`config.mk`:
```
export PLATFORM = sky130hd
export DESIGN_NAME = lpmr_ctrl
export DESIGN_NICKNAME = d
export VERILOG_FILES = /design/src/lpmr_pkg.sv /design/src/lpmr_ctrl.sv
export SDC_FILE = /design/constraint.sdc
export NUM_CORES = 1
export LEC_CHECK = 0
export BUFFER_PORTS_ARGS = -buffer_cell sky130_fd_sc_hd__buf_2
export CAP_MARGIN = 10
export CORE_AREA = 2 2 39 41
export DETAILED_ROUTE_END_ITERATION = 8
export DIE_AREA = 0 0 41 43
export PLACE_DENSITY_LB_ADDON = 0.1
export RECOVER_POWER = 50
export SETUP_SLACK_MARGIN = 0.5
export SYNTH_ARGS = -nofsm -noshare
export SYNTH_HDL_FRONTEND = slang
export SYNTH_SLANG_ARGS = --single-unit
```
`constraint.sdc`:
```
create_clock -name clk_i -period 1.9 [get_ports clk_i]
set_input_delay 0.285 -clock clk_i [delete_from_list [all_inputs] [get_ports clk_i]]
set_output_delay 0.285 -clock clk_i [all_outputs]
set_load 0.01 [all_outputs]
```
`src/lpmr_pkg.sv`:
```
// ----------------------------------------------------------------------------
// lpmr_pkg: shared types and constants for the length-prefixed message ring
// Ring geometry, command and status codes, beat structs and the
// controller/datapath handshake types.
// ----------------------------------------------------------------------------
package lpmr_pkg;

  localparam int RING_BYTES   = 4096;
  localparam int HEADER_BYTES = 4;

  // Memory address and pointer widths (pointers count modulo 2*RING_BYTES)
  localparam int ADDR_W = $clog2(RING_BYTES);
  localparam int PTR_W  = ADDR_W + 1;

  localparam int LEN_W  = 16;
  localparam int DATA_W = 8;

  // Only the low two header bytes ever hold nonzero length bits
  localparam int HDR_USED = (HEADER_BYTES < 2) ? 1 : 2;

  // Header byte index; one bit covers the one or two bytes that are moved
  localparam int IDX_W = 1;

  // Width of the fit check sum: used + header + length
  localparam int SUM_W = ((PTR_W > LEN_W) ? PTR_W : LEN_W) + 1;

  typedef enum logic [1:0] {
    CMD_WRITE_BEGIN = 2'd0,
    CMD_WRITE_BYTE  = 2'd1,
    CMD_READ_BEGIN  = 2'd2,
    CMD_READ_BYTE   = 2'd3
  } cmd_e;

  typedef enum logic [1:0] {
    ST_OK      = 2'd0,
    ST_NO_ROOM = 2'd1,
    ST_EMPTY   = 2'd2,
    ST_ORDER   = 2'd3
  } status_e;

  typedef struct packed {
    cmd_e              cmd;
    logic [LEN_W-1:0]  length;
    logic [DATA_W-1:0] data_in;
  } in_item_t;

  typedef struct packed {
    status_e           status;
    logic [LEN_W-1:0]  length_out;
    logic [DATA_W-1:0] data_out;
    logic              last;
    logic [PTR_W-1:0]  used_bytes;
  } out_item_t;

  typedef enum logic [3:0] {
    FSM_IDLE,
    FSM_DECODE,
    FSM_WHDR,
    FSM_WOPEN,
    FSM_RHDR_RD,
    FSM_RHDR_CAP,
    FSM_ROPEN,
    FSM_RBYTE,
    FSM_FINISH
  } fsm_state_e;

  typedef enum logic [3:0] {
    OP_NONE,
    OP_ACCEPT,
    OP_STATUS,
    OP_WHDR,
    OP_WOPEN,
    OP_WBYTE,
    OP_RHDR_RD,
    OP_RHDR_CAP,
    OP_ROPEN,
    OP_RRD,
    OP_RBYTE,
    OP_FINISH
  } dp_op_e;

  typedef struct packed {
    dp_op_e  op;
    status_e status;
  } ctrl_cmd_t;

  typedef struct packed {
    cmd_e cmd;
    logic write_active;
    logic read_active;
    logic empty;
    logic fits;
    logic hdr_last;
    logic out_free;
  } dp_stat_t;

endpackage

```
`src/lpmr_ctrl.sv`:
```
// ----------------------------------------------------------------------------
// lpmr_ctrl: command sequencer
// Steps one accepted command through header, payload and result phases and
// drives the datapath with one operation per cycle.
// ----------------------------------------------------------------------------
module lpmr_ctrl (
  input  logic               clk_i,
  input  logic               rst_ni,
  input  logic               in_valid_i,
  output logic               in_stall_o,
  input  lpmr_pkg::dp_stat_t stat_i,
  output lpmr_pkg::ctrl_cmd_t cmd_o
);
  import lpmr_pkg::*;

  fsm_state_e state_q, state_d;

  always_ff @(posedge clk_i or negedge rst_ni) begin
    if (!rst_ni) begin
      state_q <= FSM_IDLE;
    end else begin
      state_q <= state_d;
    end
  end

  always_comb begin
    state_d       = state_q;
    cmd_o.op      = OP_NONE;
    cmd_o.status  = ST_OK;
    in_stall_o    = 1'b1;
    case (state_q)
      FSM_IDLE: begin
        in_stall_o = 1'b0;
        if (in_valid_i) begin
          cmd_o.op = OP_ACCEPT;
          state_d  = FSM_DECODE;
        end
      end
      FSM_DECODE: begin
        state_d = FSM_FINISH;
        case (stat_i.cmd)
          CMD_WRITE_BEGIN: begin
            if (stat_i.write_active) begin
              cmd_o.op     = OP_STATUS;
              cmd_o.status = ST_ORDER;
            end else if (!stat_i.fits) begin
              cmd_o.op     = OP_STATUS;
              cmd_o.status = ST_NO_ROOM;
            end else begin
              state_d = FSM_WHDR;
            end
          end
          CMD_WRITE_BYTE: begin
            if (!stat_i.write_active) begin
              cmd_o.op     = OP_STATUS;
              cmd_o.status = ST_ORDER;
            end else begin
              cmd_o.op = OP_WBYTE;
            end
          end
          CMD_READ_BEGIN: begin
            if (stat_i.read_active) begin
              cmd_o.op     = OP_STATUS;
              cmd_o.status = ST_ORDER;
            end else if (stat_i.empty) begin
              cmd_o.op     = OP_STATUS;
              cmd_o.status = ST_EMPTY;
            end else begin
              state_d = FSM_RHDR_RD;
            end
          end
          default: begin
            if (!stat_i.read_active) begin
              cmd_o.op     = OP_STATUS;
              cmd_o.status = ST_ORDER;
            end else begin
              cmd_o.op = OP_RRD;
              state_d  = FSM_RBYTE;
            end
          end
        endcase
      end
      FSM_WHDR: begin
        cmd_o.op = OP_WHDR;
        if (stat_i.hdr_last) begin
          state_d = FSM_WOPEN;
        end
      end
      FSM_WOPEN: begin
        cmd_o.op = OP_WOPEN;
        state_d  = FSM_FINISH;
      end
      FSM_RHDR_RD: begin
        cmd_o.op = OP_RHDR_RD;
        state_d  = FSM_RHDR_CAP;
      end
      FSM_RHDR_CAP: begin
        cmd_o.op = OP_RHDR_CAP;
        state_d  = stat_i.hdr_last ? FSM_ROPEN : FSM_RHDR_RD;
      end
      FSM_ROPEN: begin
        cmd_o.op = OP_ROPEN;
        state_d  = FSM_FINISH;
      end
      FSM_RBYTE: begin
        cmd_o.op = OP_RBYTE;
        state_d  = FSM_FINISH;
      end
      FSM_FINISH: begin
        if (stat_i.out_free) begin
          cmd_o.op = OP_FINISH;
          state_d  = FSM_IDLE;
        end
      end
      default: begin
        state_d = FSM_IDLE;
      end
    endcase
  end

endmodule

```
; ---- After elaboration in Yosys (flattened, before gate mapping)
; Index checks and enable logic that the tools add are counted.
[totals]
register_bits = 4
latchBits = 0
mem_bits_rw = 0
mem_bits_ro = 0
wordCells = 43
n_memories = 0
[classes]
addsub = 0
mul = 0
div = 0
magnitude_cmp = 0
n_eq_ne = 13
shifts = 0
mux = 25
n_bitwise = 0
n_reduce_logical = 4
[op_table]
columns = operator, n
row1 = $mux 4, 14
row2 = $pmux 4 s9, 1
row3 = $pmux 4 s7, 1
row4 = $pmux 6 s3, 1
row5 = $eq 4x3->1 const B, 4
row6 = $pmux 4 s3, 1
row7 = $eq 4x2->1 const B, 2
row8 = $mux 2, 4
row9 = $ne 2x2->1 const B, 3
row10 = $eq 4x1->1 const B, 1
row11 = $eq 4x4->1 const B, 1
row12 = $logic_not 4->1, 1
row13 = $mux 3, 1
row14 = $reduce_and 3->1, 1
row15 = $reduce_or 3->1, 1
row16 = $eq 2x1->1 const B, 1
row17 = $eq 2x2->1 const B, 1
row18 = $logic_not 2->1, 1
row19 = $mux 1, 2

; ---- Depth between registers and ports, before layout
[depth]
word_depth = 4
depth_mapped = 5
ltp_nobuf = 4

; ---- Least setup slack after synthesis
; No wires, ideal clock.
[synth_timing]
kind = input-to-output
from = in stat_i[7] in the netlist's numbering
to = out cmd_o[3] in the netlist's numbering
arrival_ns = 1.297
required_time_ns = 1.615
path_slack_ns = 0.318
stages = 5
n_path_buf = 1
cell_sequence = buf_4 or4b_1 nand2_2 nor4_1 a221o_1
[synth_rtl]
columns = element, line
row1 = "start, declared", lpmr_ctrl.sv:11  ; input lpmr_pkg::dp_stat_t stat_i,
row2 = "end, declared", lpmr_ctrl.sv:12  ; output lpmr_pkg::ctrl_cmd_t cmd_o

==> impl_metrics.py <==
metrics = {
    "sta": {
        "finalSetupViolations": 0,
        "fin_crit_sh": 0.924,
        "max_freq_ghz": 0.570,
        "slew_violations": 0,
        "slew_headroom": 0.844,
        "fin_hold_ws_ns": 0.383,
        "layout_setup_ws_ns": 0.145,
        "skew_ns": 0.00403,
        "finalCriticalPeriod_ns": 1.76,
        "hold_viol": 0,
        "setup_tns_ns": 0,
        "rsz0062_at_grt": "yes",
        "tightestPinTransition_ns": 0.233,
    },
    "placed_design": {
        "placed_area_um2": 584,
        "dp_slack_ns": 0.0917,
        "gp_congestion": 0.729,
        "place_inst": 94,
        "post-dp-hpwl_um": 915,
        "port_buffers": 17,
    },
    "synthesis": {
        "syn_nets": 74,
        "netlist_top_cells_area": "dfrtp_1, a21oi_1, nor2_1, mux2i_1, or4b_1",
        "synth_top_cell_area_share": 0.217,
        "seq_area_frac_synth": 0.217,
        "syn_inst": 63,
        "synth_common_cells": "nor2_1, a21oi_1, clkbuf_1, dfrtp_1",
        "synth-async-reset-ratio": 1.00,
        "synth_ff_type": "dfrtp_1",
        "ys_seq_elements": 4,
        "yosys.area.top_type": "dfrtp_1",
        "yosysMostFrequentCell": "nor2_1",
        "synth_edf_count": 0,
        "synth_area_um2": 462,
        "yosys_warnings": 0,
        "synth_area_per_cell_um2": 7.33,
        "ys_types": 34,
    },
    "critical_path": {
        "worstRegToRegCells": 4,
        "arrival_ns": 1.47,
        "critPathLaunchType": "primary input",
        "r2r-end": "state_q[1]",
        "rrSetupSlack_ns": 0.44,
        "critPathKind": "in2out",
        "path_max_fanout": 2,
        "end_kind": "output pin",
        "worstPathRequired_ns": 1.62,
        "r2r-start": "state_q[3]",
    },
    "detailed_routing": {
        "first_iter_violations": 6,
        "routed_wl_um": 1420,
        "drt-vias-per-instance": 5.41,
        "vias": 601,
        "drt_drc_violations_left": 0,
        "drt-pass1-iter-count": 4,
        "routedWlPerCell_um": 12.8,
        "ant_nets": 0,
    },
    "power": {
        "leakage_nw": 0.366,
        "fin_total_pwr_mw": 0.967,
        "power.density_nw_per_um2": 1230,
        "peakVddDrop_mv": 0.393,
    },
    "clocking": {
        "insertion_delay_ns": 0.23,
        "cts-buffers-inserted": 3,
        "clock_path_buffers": 2,
        "htreeDepth": 1,
        "clk_pin_slew_worst_paths_ns": 0.04,
        "numClockSinks": 4,
        "root_buffer": "clkbuf_4",
        "cts_tree": "yes",
    },
    "final_layout": {
        "multi_input_area_um2": 388,
        "fillCellCount": 149,
        "largest_register_ff_count": 4,
        "fin_cells": 111,
        "top_register": "state_q",
        "area_delta_synth_final_pct": 69.6,
        "register_area_um2": 103,
        "antenna_cells": 0,
        "final_cell_area_um2": 783,
        "drive_above_1_share": 0.516,
        "reg_top3": "state_q: 4 flops",
        "layout.nets": 108,
        "postLayoutCoreUtil": 0.566,
    },
    "die": {
        "fp.dieH_um": 43,
        "die_x_um": 41,
        "num_rows": 14,
        "pin_count": 18,
        "core_area_um2": 1380,
        "initial_core_util": 0.334,
        "dieArea_um2": 1760,
    },
    "global_route": {
        "grt_pass1_vias": 534,
        "antenna_found_initial": 0,
        "overflow": 0,
        "groute.usage.overall": 0.178,
        "grt_first_pass_wirelength_um": 2200,
        "grt_max_degree": 10,
    },
    "status": {
        "status": "finished clean",
    },
    "job": {
        "drv_cap": 0,
    },
    "worst_hold_path": {
        "hold_path_class": "in2reg",
        "hold_depth": 4,
        "hold_end": "state_q[3]",
        "min-delay-start": "stat_i[0]",
    },
}
logic make-up (layout without fill, tap and decap cells):
logic type | after synthesis | in the layout | share of synthesized area
flops | 4 | 4 | 0.217
simple gates | 28 | 28 | 0.341
buf+inv | 6 | 38 | 0.0596
xor+xnor | 1 | 1 | 0.0190
mux | 2 | 2 | 0.0434
compound gates | 22 | 22 | 0.320
layer usage:
layer,track usage,share of wire,vias to the layer above
met3,0.0471,0.047,2
met1,0.214,0.44,275
met2,0.309,0.51,24
met4,0.0200,0.0028,0
met5,0,0,-
li1,-,-,300
placed cells by master, fill, tap and decap left out, drive strengths merged, types with 2 or more instances in the layout:
cell type	instances
nand2b	2
o21ai	4
nor3	3
nand3	2
or4b	2
nor2	8
buf	32
clkbuf	5
nor2b	2
nand2	4
dfrtp	4
a21oi	6
mux2i	2
area by class of cell:
cell class              count  share of cell area
multi-input cells          53               0.495
well taps                  16              0.0256
clock buffers               3              0.0288
repair buffers             35               0.319
flip-flops and latches      4               0.131
worst max-delay path by stage:
stage / startpoint / to / slack, ns
global placement: stat_i[6] / cmd_o[3] / 0.10
finish: stat_i[3] / cmd_o[3] / 0.14
detailed placement: stat_i[6] / cmd_o[3] / 0.09
CTS: stat_i[3] / cmd_o[3] / 0.19
global route: stat_i[3] / cmd_o[3] / 0.13
floorplan: stat_i[7] / cmd_o[3] / 0.35
critical path: stages:
cell and delay [ns]:
buf_6 0.09, or4b_4 0.51, nand2_1 0.13, nor4_2 0.06
a221o_1 0.25, buf_2 0.14
report_power, final:
| group | leakage (nW) | total [mW] | internal (mW) | switching, mW |
|---|---|---|---|---|
| clock | 0.0138 | 0.105 | 0.0706 | 0.0340 |
| sequential | 0.0496 | 0.171 | 0.118 | 0.0533 |
| combinational | 0.302 | 0.691 | 0.367 | 0.324 |
| total | 0.366 | 0.967 | 0.555 | 0.411 |
repair_timing:
action / CTS / global route
pin swaps: 7 / 4
buffers inserted: 9 / 3
endpoints found under the setup margin: 7 / 8
endpoints found under the hold margin: 4 / 0
gates resized for setup: 17 / 4
hold buffers: 1 / 0
cloned: 1 / 0
(Power assumes the default switching activity.)
